### config.mk
export PLATFORM = sky130hd
export DESIGN_NAME = ps2_mouse_packet_cursor_tracker
export DESIGN_NICKNAME = d
export VERILOG_FILES = /design/src/rtl/ps2mct_pkg.sv /design/src/rtl/ps2mct_fifo.sv /design/src/rtl/ps2mct_front.sv /design/src/rtl/ps2mct_back.sv /design/src/rtl/ps2_mouse_packet_cursor_tracker.sv
export SDC_FILE = /design/constraint.sdc
export NUM_CORES = 1
export LEC_CHECK = 0
export BUFFER_PORTS_ARGS = -buffer_cell sky130_fd_sc_hd__buf_2
export CORE_MARGIN = 5
export CORE_UTILIZATION = 61
export CTS_CLUSTER_DIAMETER = 60
export DETAILED_ROUTE_END_ITERATION = 8
export HOLD_SLACK_MARGIN = 0.15
export PLACE_DENSITY = 0.82
export SYNTH_ARGS = -nofsm -noshare
export SYNTH_HDL_FRONTEND = slang
export SYNTH_SLANG_ARGS = --single-unit
### constraint.sdc
create_clock -name clk_i -period 8.3 [get_ports clk_i]
set_clock_uncertainty 0.1 [all_clocks]
set_input_delay 1.245 -clock clk_i [delete_from_list [all_inputs] [get_ports clk_i]]
set_output_delay 1.245 -clock clk_i [all_outputs]
set_load 0.1 [all_outputs]
### src/rtl/ps2mct_pkg.sv
`timescale 1ns / 1ps
`default_nettype none
// ----------------------------------------------------------------------------
// ps2mct_pkg
// Shared types and constants for the mouse packet cursor tracker.
// ----------------------------------------------------------------------------
package ps2mct_pkg;

  localparam int unsigned GRID_COLS_DEF   = 80;
  localparam int unsigned GRID_ROWS_DEF   = 25;
  localparam int unsigned QUEUE_DEPTH_DEF = 2;

  localparam int unsigned BYTE_W      = 8;
  localparam int unsigned ACC_W       = 9;
  localparam int unsigned QMAG_W      = 5;
  localparam int unsigned STEP_SHIFT  = 3;
  localparam int unsigned COL_FIELD_W = 7;
  localparam int unsigned ROW_FIELD_W = 5;

  localparam logic [BYTE_W-1:0] HDR_OVF_MASK = 8'hC0;
  localparam int unsigned       BTN_LEFT     = 0;
  localparam int unsigned       BTN_RIGHT    = 1;

  typedef enum logic [1:0] {
    SLOT_HDR,
    SLOT_DX,
    SLOT_DY,
    SLOT_SCROLL
  } slot_e;

  typedef struct packed {
    logic [1:0]        btn;
    logic [BYTE_W-1:0] dx;
    logic [BYTE_W-1:0] dy;
  } pkt_t;

  typedef struct packed {
    logic [COL_FIELD_W-1:0] cursor_col;
    logic [ROW_FIELD_W-1:0] cursor_row;
    logic                   moved;
    logic                   select_begin;
    logic                   select_done;
    logic [COL_FIELD_W-1:0] start_col;
    logic [ROW_FIELD_W-1:0] start_row;
    logic [COL_FIELD_W-1:0] end_col;
    logic [ROW_FIELD_W-1:0] end_row;
    logic                   paste_request;
  } res_t;

endpackage
`default_nettype wire

### src/rtl/ps2mct_fifo.sv
`timescale 1ns / 1ps
`default_nettype none
// ----------------------------------------------------------------------------
// ps2mct_fifo
// Small show-ahead register queue.
// ----------------------------------------------------------------------------
module ps2mct_fifo #(
  parameter int unsigned WIDTH = 8,
  parameter int unsigned DEPTH = ps2mct_pkg::QUEUE_DEPTH_DEF
) (
  input  wire logic             clk_i,
  input  wire logic             rst_ni,
  input  wire logic             push_i,
  input  wire logic [WIDTH-1:0] wdata_i,
  output logic                  full_o,
  input  wire logic             pop_i,
  output logic [WIDTH-1:0]      rdata_o,
  output logic                  empty_o
);

  localparam int unsigned PTR_W = (DEPTH > 1) ? $clog2(DEPTH) : 1;
  localparam int unsigned CNT_W = $clog2(DEPTH + 1);

  logic [WIDTH-1:0] mem_q [DEPTH];
  logic [PTR_W-1:0] wr_ptr_q, wr_ptr_d;
  logic [PTR_W-1:0] rd_ptr_q, rd_ptr_d;
  logic [CNT_W-1:0] cnt_q, cnt_d;
  logic             wr_en, rd_en;

  assign full_o  = (cnt_q == CNT_W'(DEPTH));
  assign empty_o = (cnt_q == '0);
  assign wr_en   = push_i && !full_o;
  assign rd_en   = pop_i && !empty_o;
  assign rdata_o = mem_q[rd_ptr_q];

  always_comb begin
    wr_ptr_d = wr_ptr_q;
    rd_ptr_d = rd_ptr_q;
    cnt_d    = cnt_q;
    if (wr_en) begin
      wr_ptr_d = (wr_ptr_q == PTR_W'(DEPTH - 1)) ? '0 : wr_ptr_q + 1'b1;
    end
    if (rd_en) begin
      rd_ptr_d = (rd_ptr_q == PTR_W'(DEPTH - 1)) ? '0 : rd_ptr_q + 1'b1;
    end
    if (wr_en && !rd_en) begin
      cnt_d = cnt_q + 1'b1;
    end else if (rd_en && !wr_en) begin
      cnt_d = cnt_q - 1'b1;
    end
  end

  always_ff @(posedge clk_i or negedge rst_ni) begin
    if (!rst_ni) begin
      wr_ptr_q <= '0;
      rd_ptr_q <= '0;
      cnt_q    <= '0;
    end else begin
      wr_ptr_q <= wr_ptr_d;
      rd_ptr_q <= rd_ptr_d;
      cnt_q    <= cnt_d;
    end
  end

  always_ff @(posedge clk_i) begin
    if (wr_en) begin
      mem_q[wr_ptr_q] <= wdata_i;
    end
  end

endmodule
`default_nettype wire

### src/rtl/ps2mct_front.sv
`timescale 1ns / 1ps
`default_nettype none
// ----------------------------------------------------------------------------
// ps2mct_front
// Byte assembler: builds four-byte packets and drops overflow headers.
// ----------------------------------------------------------------------------
module ps2mct_front (
  input  wire logic                            clk_i,
  input  wire logic                            rst_ni,
  input  wire logic                            push_i,
  input  wire logic [ps2mct_pkg::BYTE_W-1:0]   data_byte_i,
  output logic                                 full_o,
  output logic                                 pkt_push_o,
  output ps2mct_pkg::pkt_t                     pkt_o,
  input  wire logic                            pkt_full_i
);

  ps2mct_pkg::slot_e                 slot_q, slot_d;
  logic [1:0]                        btn_q, btn_d;
  logic [ps2mct_pkg::BYTE_W-1:0]     dx_q, dx_d;
  logic [ps2mct_pkg::BYTE_W-1:0]     dy_q, dy_d;
  logic                              accept;

  assign full_o = (slot_q == ps2mct_pkg::SLOT_SCROLL) && pkt_full_i;
  assign accept = push_i && !full_o;

  assign pkt_o.btn = btn_q;
  assign pkt_o.dx  = dx_q;
  assign pkt_o.dy  = dy_q;

  always_comb begin
    slot_d     = slot_q;
    btn_d      = btn_q;
    dx_d       = dx_q;
    dy_d       = dy_q;
    pkt_push_o = 1'b0;
    if (accept) begin
      case (slot_q)
        ps2mct_pkg::SLOT_HDR: begin
          btn_d  = data_byte_i[1:0];
          slot_d = ((data_byte_i & ps2mct_pkg::HDR_OVF_MASK) != '0) ?
                   ps2mct_pkg::SLOT_HDR : ps2mct_pkg::SLOT_DX;
        end
        ps2mct_pkg::SLOT_DX: begin
          dx_d   = data_byte_i;
          slot_d = ps2mct_pkg::SLOT_DY;
        end
        ps2mct_pkg::SLOT_DY: begin
          dy_d   = data_byte_i;
          slot_d = ps2mct_pkg::SLOT_SCROLL;
        end
        ps2mct_pkg::SLOT_SCROLL: begin
          pkt_push_o = 1'b1;
          slot_d     = ps2mct_pkg::SLOT_HDR;
        end
        default: begin
          slot_d = ps2mct_pkg::SLOT_HDR;
        end
      endcase
    end
  end

  always_ff @(posedge clk_i or negedge rst_ni) begin
    if (!rst_ni) begin
      slot_q <= ps2mct_pkg::SLOT_HDR;
    end else begin
      slot_q <= slot_d;
    end
  end

  always_ff @(posedge clk_i) begin
    btn_q <= btn_d;
    dx_q  <= dx_d;
    dy_q  <= dy_d;
  end

endmodule
`default_nettype wire

### src/rtl/ps2mct_back.sv
`timescale 1ns / 1ps
`default_nettype none
// ----------------------------------------------------------------------------
// ps2mct_back
// Packet executor: button edges, movement accumulation and cursor update.
// ----------------------------------------------------------------------------
module ps2mct_back #(
  parameter int unsigned GRID_COLS = ps2mct_pkg::GRID_COLS_DEF,
  parameter int unsigned GRID_ROWS = ps2mct_pkg::GRID_ROWS_DEF
) (
  input  wire logic             clk_i,
  input  wire logic             rst_ni,
  input  wire logic             pkt_valid_i,
  input  wire ps2mct_pkg::pkt_t pkt_i,
  output logic                  pkt_pop_o,
  output logic                  res_push_o,
  output ps2mct_pkg::res_t      res_o,
  input  wire logic             res_full_i
);

  localparam int unsigned COL_W  = $clog2(GRID_COLS);
  localparam int unsigned ROW_W  = $clog2(GRID_ROWS);
  localparam int unsigned CSUM_W = ((COL_W > ps2mct_pkg::QMAG_W) ? COL_W : ps2mct_pkg::QMAG_W) + 2;
  localparam int unsigned RSUM_W = ((ROW_W > ps2mct_pkg::QMAG_W) ? ROW_W : ps2mct_pkg::QMAG_W) + 2;
  localparam int unsigned ACC_W  = ps2mct_pkg::ACC_W;

  logic                     left_q, left_d;
  logic                     right_q, right_d;
  logic signed [ACC_W-1:0]  acc_x_q, acc_x_d;
  logic signed [ACC_W-1:0]  acc_y_q, acc_y_d;
  logic [COL_W-1:0]         col_q, col_d;
  logic [ROW_W-1:0]         row_q, row_d;
  logic [COL_W-1:0]         sel_col_q, sel_col_d;
  logic [ROW_W-1:0]         sel_row_q, sel_row_d;

  logic                     fire;
  logic                     btn_l, btn_r;
  logic                     press_l, release_l, press_r;
  logic                     nz;
  logic signed [ACC_W-1:0]  sum_x, sum_y;
  logic                     big_x, big_y;
  logic [ACC_W-1:0]         mag_x, mag_y;
  logic [ps2mct_pkg::QMAG_W-1:0] qmag_x, qmag_y;
  logic signed [CSUM_W-1:0] q_x, new_col;
  logic signed [RSUM_W-1:0] q_y, new_row;
  logic                     ok_col, ok_row;
  logic                     moved;

  assign fire       = pkt_valid_i && !res_full_i;
  assign pkt_pop_o  = fire;
  assign res_push_o = fire;

  assign btn_l     = pkt_i.btn[ps2mct_pkg::BTN_LEFT];
  assign btn_r     = pkt_i.btn[ps2mct_pkg::BTN_RIGHT];
  assign press_l   = btn_l && !left_q;
  assign release_l = !btn_l && left_q;
  assign press_r   = btn_r && !right_q;
  assign nz        = (pkt_i.dx != '0) || (pkt_i.dy != '0);

  // accumulate and take quotient by eight, truncated toward zero
  always_comb begin
    sum_x   = acc_x_q + ACC_W'($signed(pkt_i.dx));
    sum_y   = acc_y_q + ACC_W'($signed(pkt_i.dy));
    big_x   = (sum_x >= ACC_W'(8)) || (sum_x <= -ACC_W'(8));
    big_y   = (sum_y >= ACC_W'(8)) || (sum_y <= -ACC_W'(8));
    mag_x   = sum_x[ACC_W-1] ? -sum_x : sum_x;
    mag_y   = sum_y[ACC_W-1] ? -sum_y : sum_y;
    qmag_x  = ps2mct_pkg::QMAG_W'(mag_x >> ps2mct_pkg::STEP_SHIFT);
    qmag_y  = ps2mct_pkg::QMAG_W'(mag_y >> ps2mct_pkg::STEP_SHIFT);
    q_x     = sum_x[ACC_W-1] ? -$signed(CSUM_W'(qmag_x)) : $signed(CSUM_W'(qmag_x));
    q_y     = sum_y[ACC_W-1] ? -$signed(RSUM_W'(qmag_y)) : $signed(RSUM_W'(qmag_y));
    new_col = $signed(CSUM_W'(col_q)) + q_x;
    new_row = $signed(RSUM_W'(row_q)) - q_y;
    ok_col  = !new_col[CSUM_W-1] && ($unsigned(new_col) <= CSUM_W'(GRID_COLS - 1));
    ok_row  = !new_row[RSUM_W-1] && ($unsigned(new_row) <= RSUM_W'(GRID_ROWS - 1));
  end

  always_comb begin
    left_d    = left_q;
    right_d   = right_q;
    acc_x_d   = acc_x_q;
    acc_y_d   = acc_y_q;
    col_d     = col_q;
    row_d     = row_q;
    sel_col_d = sel_col_q;
    sel_row_d = sel_row_q;
    moved     = 1'b0;
    if (press_l) begin
      sel_col_d = col_q;
      sel_row_d = row_q;
    end
    left_d  = btn_l;
    right_d = btn_r;
    if (nz) begin
      acc_x_d = big_x ? '0 : sum_x;
      acc_y_d = big_y ? '0 : sum_y;
      if (big_x && ok_col) begin
        col_d = new_col[COL_W-1:0];
        moved = 1'b1;
      end
      if (big_y && ok_row) begin
        row_d = new_row[ROW_W-1:0];
        moved = 1'b1;
      end
    end
  end

  always_comb begin
    res_o.cursor_col    = ps2mct_pkg::COL_FIELD_W'(col_d);
    res_o.cursor_row    = ps2mct_pkg::ROW_FIELD_W'(row_d);
    res_o.moved         = moved;
    res_o.select_begin  = press_l;
    res_o.select_done   = release_l;
    res_o.start_col     = ps2mct_pkg::COL_FIELD_W'(sel_col_d);
    res_o.start_row     = ps2mct_pkg::ROW_FIELD_W'(sel_row_d);
    res_o.end_col       = release_l ? ps2mct_pkg::COL_FIELD_W'(col_q) : '0;
    res_o.end_row       = release_l ? ps2mct_pkg::ROW_FIELD_W'(row_q) : '0;
    res_o.paste_request = press_r;
  end

  always_ff @(posedge clk_i or negedge rst_ni) begin
    if (!rst_ni) begin
      left_q    <= 1'b0;
      right_q   <= 1'b0;
      acc_x_q   <= '0;
      acc_y_q   <= '0;
      col_q     <= '0;
      row_q     <= '0;
      sel_col_q <= '0;
      sel_row_q <= '0;
    end else if (fire) begin
      left_q    <= left_d;
      right_q   <= right_d;
      acc_x_q   <= acc_x_d;
      acc_y_q   <= acc_y_d;
      col_q     <= col_d;
      row_q     <= row_d;
      sel_col_q <= sel_col_d;
      sel_row_q <= sel_row_d;
    end
  end

endmodule
`default_nettype wire

### src/rtl/ps2_mouse_packet_cursor_tracker.sv
`timescale 1ns / 1ps
`default_nettype none
// ----------------------------------------------------------------------------
// ps2_mouse_packet_cursor_tracker
// Mouse byte stream to text cursor, selection and paste events.
// ----------------------------------------------------------------------------
// Takes one mouse byte per cycle while full is low; every fourth byte of a
// packet (header, dx, dy, scroll) yields one result word, which the executor
// pushes once the result queue has room; an overflow header is dropped. The
// assembler, the packet queue, the executor and the result queue each hold
// their own state, so bytes keep flowing while a result waits to be popped;
// full only rises on a scroll byte when the packet queue is also full.
// Results are read from a show-ahead queue of QUEUE_DEPTH words.
// ----------------------------------------------------------------------------
module ps2_mouse_packet_cursor_tracker #(
  parameter int unsigned GRID_COLS   = ps2mct_pkg::GRID_COLS_DEF,
  parameter int unsigned GRID_ROWS   = ps2mct_pkg::GRID_ROWS_DEF,
  parameter int unsigned QUEUE_DEPTH = ps2mct_pkg::QUEUE_DEPTH_DEF
) (
  input  wire logic                                  clk_i,
  input  wire logic                                  rst_ni,
  input  wire logic                                  push,
  output logic                                       full,
  input  wire logic [ps2mct_pkg::BYTE_W-1:0]         data_byte_i,
  output logic                                       empty,
  input  wire logic                                  pop,
  output logic [ps2mct_pkg::COL_FIELD_W-1:0]         cursor_col_o,
  output logic [ps2mct_pkg::ROW_FIELD_W-1:0]         cursor_row_o,
  output logic                                       moved_o,
  output logic                                       select_begin_o,
  output logic                                       select_done_o,
  output logic [ps2mct_pkg::COL_FIELD_W-1:0]         start_col_o,
  output logic [ps2mct_pkg::ROW_FIELD_W-1:0]         start_row_o,
  output logic [ps2mct_pkg::COL_FIELD_W-1:0]         end_col_o,
  output logic [ps2mct_pkg::ROW_FIELD_W-1:0]         end_row_o,
  output logic                                       paste_request_o
);

  localparam int unsigned PKT_W = $bits(ps2mct_pkg::pkt_t);
  localparam int unsigned RES_W = $bits(ps2mct_pkg::res_t);

  logic             pkt_push, pkt_full, pkt_empty, pkt_pop;
  ps2mct_pkg::pkt_t pkt_in, pkt_out;
  logic [PKT_W-1:0] pkt_rdata;
  logic             res_push, res_full;
  ps2mct_pkg::res_t res_in, res_out;
  logic [RES_W-1:0] res_rdata;

  ps2mct_front u_front (
    .clk_i       (clk_i),
    .rst_ni      (rst_ni),
    .push_i      (push),
    .data_byte_i (data_byte_i),
    .full_o      (full),
    .pkt_push_o  (pkt_push),
    .pkt_o       (pkt_in),
    .pkt_full_i  (pkt_full)
  );

  ps2mct_fifo #(
    .WIDTH (PKT_W),
    .DEPTH (QUEUE_DEPTH)
  ) u_pkt_fifo (
    .clk_i   (clk_i),
    .rst_ni  (rst_ni),
    .push_i  (pkt_push),
    .wdata_i (pkt_in),
    .full_o  (pkt_full),
    .pop_i   (pkt_pop),
    .rdata_o (pkt_rdata),
    .empty_o (pkt_empty)
  );

  assign pkt_out = ps2mct_pkg::pkt_t'(pkt_rdata);

  ps2mct_back #(
    .GRID_COLS (GRID_COLS),
    .GRID_ROWS (GRID_ROWS)
  ) u_back (
    .clk_i       (clk_i),
    .rst_ni      (rst_ni),
    .pkt_valid_i (!pkt_empty),
    .pkt_i       (pkt_out),
    .pkt_pop_o   (pkt_pop),
    .res_push_o  (res_push),
    .res_o       (res_in),
    .res_full_i  (res_full)
  );

  ps2mct_fifo #(
    .WIDTH (RES_W),
    .DEPTH (QUEUE_DEPTH)
  ) u_res_fifo (
    .clk_i   (clk_i),
    .rst_ni  (rst_ni),
    .push_i  (res_push),
    .wdata_i (res_in),
    .full_o  (res_full),
    .pop_i   (pop),
    .rdata_o (res_rdata),
    .empty_o (empty)
  );

  assign res_out         = ps2mct_pkg::res_t'(res_rdata);
  assign cursor_col_o    = res_out.cursor_col;
  assign cursor_row_o    = res_out.cursor_row;
  assign moved_o         = res_out.moved;
  assign select_begin_o  = res_out.select_begin;
  assign select_done_o   = res_out.select_done;
  assign start_col_o     = res_out.start_col;
  assign start_row_o     = res_out.start_row;
  assign end_col_o       = res_out.end_col;
  assign end_row_o       = res_out.end_row;
  assign paste_request_o = res_out.paste_request;

endmodule
`default_nettype wire
* Word-level counts from Yosys, hierarchy flattened
Memory sizes are Yosys's and may differ from the RTL's. Cells that the tools add are included.
Word-level totals: word-level logic and storage cells 127, input port bits 12, output and inout bits 42, RAM bits 116, bits in registers 72, memories 2
Memory list:
- u_res_fifo.mem_q | words 2, width 40, rd ports 1, clocked after memory_dff 0, wr ports 1, line ps2mct_fifo.sv:24 | logic [WIDTH-1:0] mem_q [DEPTH];
- u_pkt_fifo.mem_q | words 2, width 18, rd ports 1, clocked after memory_dff 0, wr ports 1, line ps2mct_fifo.sv:24
Operators by class: multiplexer cells 33, $add $sub $neg 16, eq/ne operators 5, reductions and logical operators 47, order comparisons 6
Operators by type and width (number):
- two-way mux 7 bit | 5
- two-way mux 9 bit | 3
- nonzero test 8 bit | 3
- two-way mux 5 bit | 4
- adder 9 x 8 -> 9 bit | 2
- greater-or-equal comparator 9 x 5 -> 1 bit, second input constant | 2
- less-or-equal comparator 9 x 4 -> 1 bit, second input constant | 2
- logical AND 1 bit | 18
- two-way mux 8 bit | 2
- negation 8 bit | 2
- logical NOT 1 bit | 14
- two-way mux 1 bit | 14
- adder 8 x 9 -> 9 bit | 1
- less-or-equal comparator 9 x 7 -> 1 bit, second input constant | 1
- negation 5 -> 9 bit | 1
- == test 2 bit, second input constant | 4
- two-way mux 2 bit | 4
- one-hot mux 2 bit (4 select lines) | 1
- AND reduction 2 bit | 4
- less-or-equal comparator 7 x 5 -> 1 bit, second input constant | 1
- negation 5 -> 7 bit | 1
- subtractor 6 x 7 -> 7 bit | 1
- logical NOT 2 bit | 3
- adder 1 bit, second input constant | 4
- other kinds (5) | 10

* Logic depth before layout (Yosys ltp)
An unclocked memory read counts as a cell.
depth in word-level cells 13, gate-level depth with buffers 27, depth with buffers taken out 26

* Modules after synthesis
From an unflattened synthesis, not the netlist that was laid out.
Second synthesis, totals: cell total of the unflattened synthesis 722, area total of the unflattened synthesis 9693.0 µm²
Modules (own cells, without submodules):
- ps2mct_back | times used 1, cells each 463, area an instance 4107.7 µm², sequential area each 1101.1 µm²
- ps2mct_fifo (u_res_fifo) | times used 1, cells each 144, area an instance 3286.9 µm², sequential area each 2502.4 µm²
- ps2mct_fifo (u_pkt_fifo) | times used 1, cells each 75, area an instance 1545.2 µm², sequential area each 1181.1 µm²
- ps2mct_front | times used 1, cells each 39, area an instance 749.5 µm², sequential area each 590.6 µm²
- ps2_mouse_packet_cursor_tracker | times used 1, cells each 1, area an instance 3.8 µm², sequential area each 0.0 µm²

* Worst setup path before layout
Ideal clock, no wire load.
path type register -> register, start register u_pkt_fifo.rd_ptr_q, end memory u_res_fifo.mem_q[0][33] (netlist bit) (data pin), slack 2.078 ns, stages on the path, launching flop included 25, buffers on the path 2, arrival time 5.859 ns, cells stage by stage dfrtp_1 -> buf_2 -> buf_1 -> mux2_2 -> ha_1 -> a21oi_1 -> o22ai_2 -> o41ai_4 -> xnor2_1 -> o21ai_0 -> xor2_1 -> ha_1 -> o21a_1 -> ha_1 -> mux2_2 -> ha_1 -> o21a_1 -> o31a_1 -> o21ai_0 -> nor2b_1 -> xnor2_1 -> o21ai_0 -> or3b_4 -> a21oi_4 -> mux2_2
RTL lines:
- from (decl) | line ps2mct_fifo.sv:26 | logic [PTR_W-1:0] rd_ptr_q, rd_ptr_d;
- from (signal assigned) | line ps2mct_fifo.sv:60 | rd_ptr_q <= rd_ptr_d;
- to (decl) | line ps2mct_fifo.sv:24

==> impl_summary.md <==
Synth
Measured against the total synthesized area, the mux share comes to 0.1189. The simple-gate share of the synthesized area is 0.09478. The area of the mapped netlist is around 0.0093 mm^2. The number of unique standard cell types used by synthesis is 64.

The mean cell area of the mapped netlist is 13.09 um^2. The Yosys step of the flow raised 0 warnings. The sequential area share after synthesis is 0.5759. The fraction of the mapped netlist area in adder cells is 0.05953. Synthesis produced a netlist with a net count of between 700 and 800. The proportion of register bits with asynchronous set or reset after synthesis is 0.2872. The share of the synthesized netlist area taken by xor and xnor gates is 0.04290.

The largest family of logic cells by synthesized area is multiplexers. Counting every instance in the synthesized netlist gives ~700. The fraction of the mapped netlist area in compound gates came to 0.08661. In this run, synthesis produced a sequential element count of 188. The number of enable-type register cells in the synthesized netlist is about 130. The most common flop cell mapped by yosys is edfxtp_1.

Worst setup path
The cell with the largest stage delay on the worst path is dfrtp_1. The worst flop-to-flop path startpoint is u_pkt_fifo.rd_ptr_q$_DFFE_PN0P_. The critical path goes through mux2_2, ha_1, fa_1, a21oi_1, o22ai_2, o41ai_4, xnor2_1, o21ai_0, xor2_1, ha_1, o21a_1, ha_1, mux2_2, ha_1, o21a_1, o31a_1, o21ai_0, nor2b_1, xnor2_1, o21ai_0, or3b_4, a21oi_4, mux2_2.

The required time reported for the critical path endpoint is roughly 8.4 ns. The setup path with the least slack is of type register to register. Of all nets on the critical path, the largest fanout is 21. The combined buffer and inverter count along the critical path is 0.

The critical path arrival is between 7 and 8 ns. The category of the worst setup path capture point is a register. In this run the worst setup path begins at u_pkt_fifo.rd_ptr_q$_DFFE_PN0P_. The delay of the slowest cell on the worst path is a little over 0.9 ns. In this design, the critical path's most frequently occurring cell is ha_1.

The cell family contributing the most delay on the critical path is compound AO/OA/AOI/OAI gates. The worst setup path is launched from a register.

Placement
The estimated wirelength of the detail-placed design is approximately 13 mm. The pre-CTS setup slack is 1.193 ns. The global placer's final weighted congestion is between 0.9 and 1. Input and output buffers added on the ports amount to 53. After detailed placement, the design holds a cell count of 941.

Timing
Static timing analysis puts the maximum clock frequency at roughly 0.14 GHz. The final worst-path setup slack is about 0.94 ns. The clock period minus final worst setup slack is 7.357 ns. The number of setup violations in the final report is 0. The relative max-transition margin is 0.1922. The post-route setup TNS is 0 ns. The final clock period utilization by the worst path is 0.8863. The count of endpoints failing hold in the final timing report is 0. The transition time of the tightest slew-check pin is around 1.2 ns. The worst hold slack is around 0.35 ns.

The max-slew violation total from the final report is 0. Setup repair after global routing left no endpoint under its margin.

GRT
The initial antenna violation count is 0. The maximum number of pins on one net before global-route repair is 55. The first global-routing pass estimated about 30 mm of wire. For this run, the total global-route usage over all layers was measured as 0.2092. The global route total overflow is 0. The via count of the first global-routing pass is 6093.

CTS
The number of buffers created by CTS is 17. Post-CTS timing repair inserted 0 buffers for setup. Once the clock tree was built, the resizer swapped 0 gates to a different size. Hold repair after CTS inserted 0 buffers.

The number of levels in the clock H-tree is 4. TritonCTS built the clock tree. Clock-pin slew was measured on the worst setup and hold paths at ~0.07 ns. The clock root buffer is clkbuf_16.

The number of buffers on the longest clock path is 2. The clock sink count is 188. The clock reaches the later pin of the worst-skew pair after about 0.43 ns.

Worst hold path
The tightest min-delay check is of the register to register type. The worst hold path begins at u_front.dx_q[2]$_DFFE_PP_.

Floorplanning
The number of standard-cell rows in the floorplan is 45. The area of the die is ~0.018 mm^2. For this configuration, the core starts out at a cell density of 0.6185.

The floorplan core area is roughly 0.015 mm^2. In this run the vertical extent of the chip is about 130 um. The number of I/O pins is 54.

The floorplan step set the die width to approximately 130 um.

Layout
Fill cells in the final layout number 1012. The register area is ~0.0054 mm^2. Compared with the post-synthesis result, the final layout area differs by 11.48%. The post-layout instance count excluding filler cells is 973. 0 antenna diodes ended up in the layout.

The multi-input combinational cells in the finished layout cover a total of roughly 0.0038 mm^2. The final layout contains ~830 nets. The ratio of cells with drive above 1 in the final layout is 0.2561.

Status
The run finished with clean final reports.

Route
The overall routed net length is between 15 and 20 mm. The count of nets left with antenna violations once routing finished came out at 0. In the final routed layout, each cell accounts on average for about 18 um. The initial detailed-routing violation count is between 300 and 400. Dividing the detail-routed via count by the number of cells gives between 5 and 6. In the routed design, unresolved DRC markers number 0. The via total after detailed routing is about 5800. The first detailed-routing pass ran for 5 iterations.

Job
The max-capacitance violation count is 0.
## cell usage after synthesis, types with 5 or more instances
library cell	number	area share
edfxtp_1	134	0.43
mux2_2	87	0.10
nand2_1	61	0.025
dfrtp_1	54	0.14
ha_1	38	0.051
nor2_1	34	0.014
inv_1	32	0.013
xnor2_1	27	0.025
a21oi_1	22	0.012
and3_1	19	0.013
o21ai_0	19	0.010
a21o_1	17	0.014
xor2_1	15	0.014
mux2i_1	13	0.014
nor3_1	13	0.0070
clkbuf_1	11	0.0044
nand3_1	7	0.0038
nor2b_1	7	0.0047
a211oi_1	6	0.0048
and2_1	6	0.0040
buf_1	6	0.0024
nand2b_1	6	0.0040
o21a_1	5	0.0040
o21bai_1	5	0.0040
## path summary, 6_finish.rpt
path | end | cells after the start | slack [ns]
max in group asynchronous | u_back.col_q[6]$_DFFE_PN0P_ | 2 | 6.77
min in group asynchronous | u_front.slot_q[0]$_DFFE_PN0P_ | 2 | 0.84
worst min register to register | u_pkt_fifo.mem_q[0][10]$_DFFE_PP_ | 0 | 0.35
worst max-delay path | u_res_fifo.mem_q[1][39]$_DFFE_PP_ | 23 | 0.94
worst min-delay path | u_pkt_fifo.mem_q[0][10]$_DFFE_PP_ | 0 | 0.35
worst max register to register | u_res_fifo.mem_q[1][39]$_DFFE_PP_ | 23 | 0.94
## per-stage QoR
| stage | utilization | instance area [um^2] |
|---|---|---|
| 5_1_grt | 0.6895 | 10400 |
| 3_3_place_gp | 0.6509 | 9822 |
| 3_5_place_dp | 0.6509 | 9822 |
| 4_1_cts | 0.6895 | 10400 |
| 2_1_floorplan | - | 9333 |
| 6_report | 0.6895 | 10400 |
## layer usage
layer	wire, um	global-route usage
met2	9273	0.3702
met1	7470	0.2616
met5	0	0
met3	798	0.03852
met4	263	0.06743
## cell families after synthesis
kind of cell	Yosys count
compound gates	109
xor+xnor	44
fa+ha+maj	42
buf+inv	52
flops	188
mux	100
simple gates	178
## placed cells by master, fill, tap and decap left out, types with 5 or more instances in the layout
| master | netlist | layout |
|---|---|---|
| nor2_1 | 34 | 33 |
| edfxtp_1 | 134 | 134 |
| nand2b_1 | 6 | 6 |
| xnor2_1 | 27 | 27 |
| and2_1 | 6 | 5 |
| nand3_1 | 7 | 7 |
| o21ai_0 | 19 | 19 |
| a21oi_1 | 22 | 22 |
| clkbuf_16 | 0 | 17 |
| inv_1 | 32 | 32 |
| a21o_1 | 17 | 17 |
| mux2i_1 | 13 | 13 |
| dfrtp_1 | 54 | 54 |
| and3_1 | 19 | 19 |
| nand2_1 | 61 | 61 |
| nor2b_1 | 7 | 7 |
| nor3_1 | 13 | 13 |
| buf_2 | 3 | 53 |
| buf_4 | 0 | 7 |
| ha_1 | 38 | 38 |
| xor2_1 | 15 | 15 |
| mux2_2 | 87 | 87 |
| o21bai_1 | 5 | 5 |
| a211oi_1 | 6 | 6 |
| o21a_1 | 5 | 5 |
## flip-flops by register name (all words and copies together), names as in the netlist
name	cells
u_back.col_q	7
u_back.acc_x_q	9
u_pkt_fifo.wr_ptr_q	1
u_front.btn_q	2
u_front.slot_q	2
u_pkt_fifo.rd_ptr_q	1
u_res_fifo.rd_ptr_q	1
u_res_fifo.wr_ptr_q	1
u_back.left_q	1
u_res_fifo.mem_q	80
u_back.sel_row_q	5
u_pkt_fifo.mem_q	36
u_front.dx_q	8
u_res_fifo.cnt_q	2
u_front.dy_q	8
u_pkt_fifo.cnt_q	2
u_back.row_q	5
u_back.right_q	1
u_back.sel_col_q	7
u_back.acc_y_q	9
## cell type report
cell class | instances | share of cell area
tap | 188 | 0.02261
clock buffer | 18 | 0.04125
multi-input combinational | 473 | 0.3627
clock inverter | 14 | 0.01467
sequential | 188 | 0.5167
timing repair buffer | 60 | 0.03055
inverter | 32 | 0.01155
Power is left out: the tool's default activity adds up to more than one toggle a clock period on the data nets, which glitch-free logic cannot reach.
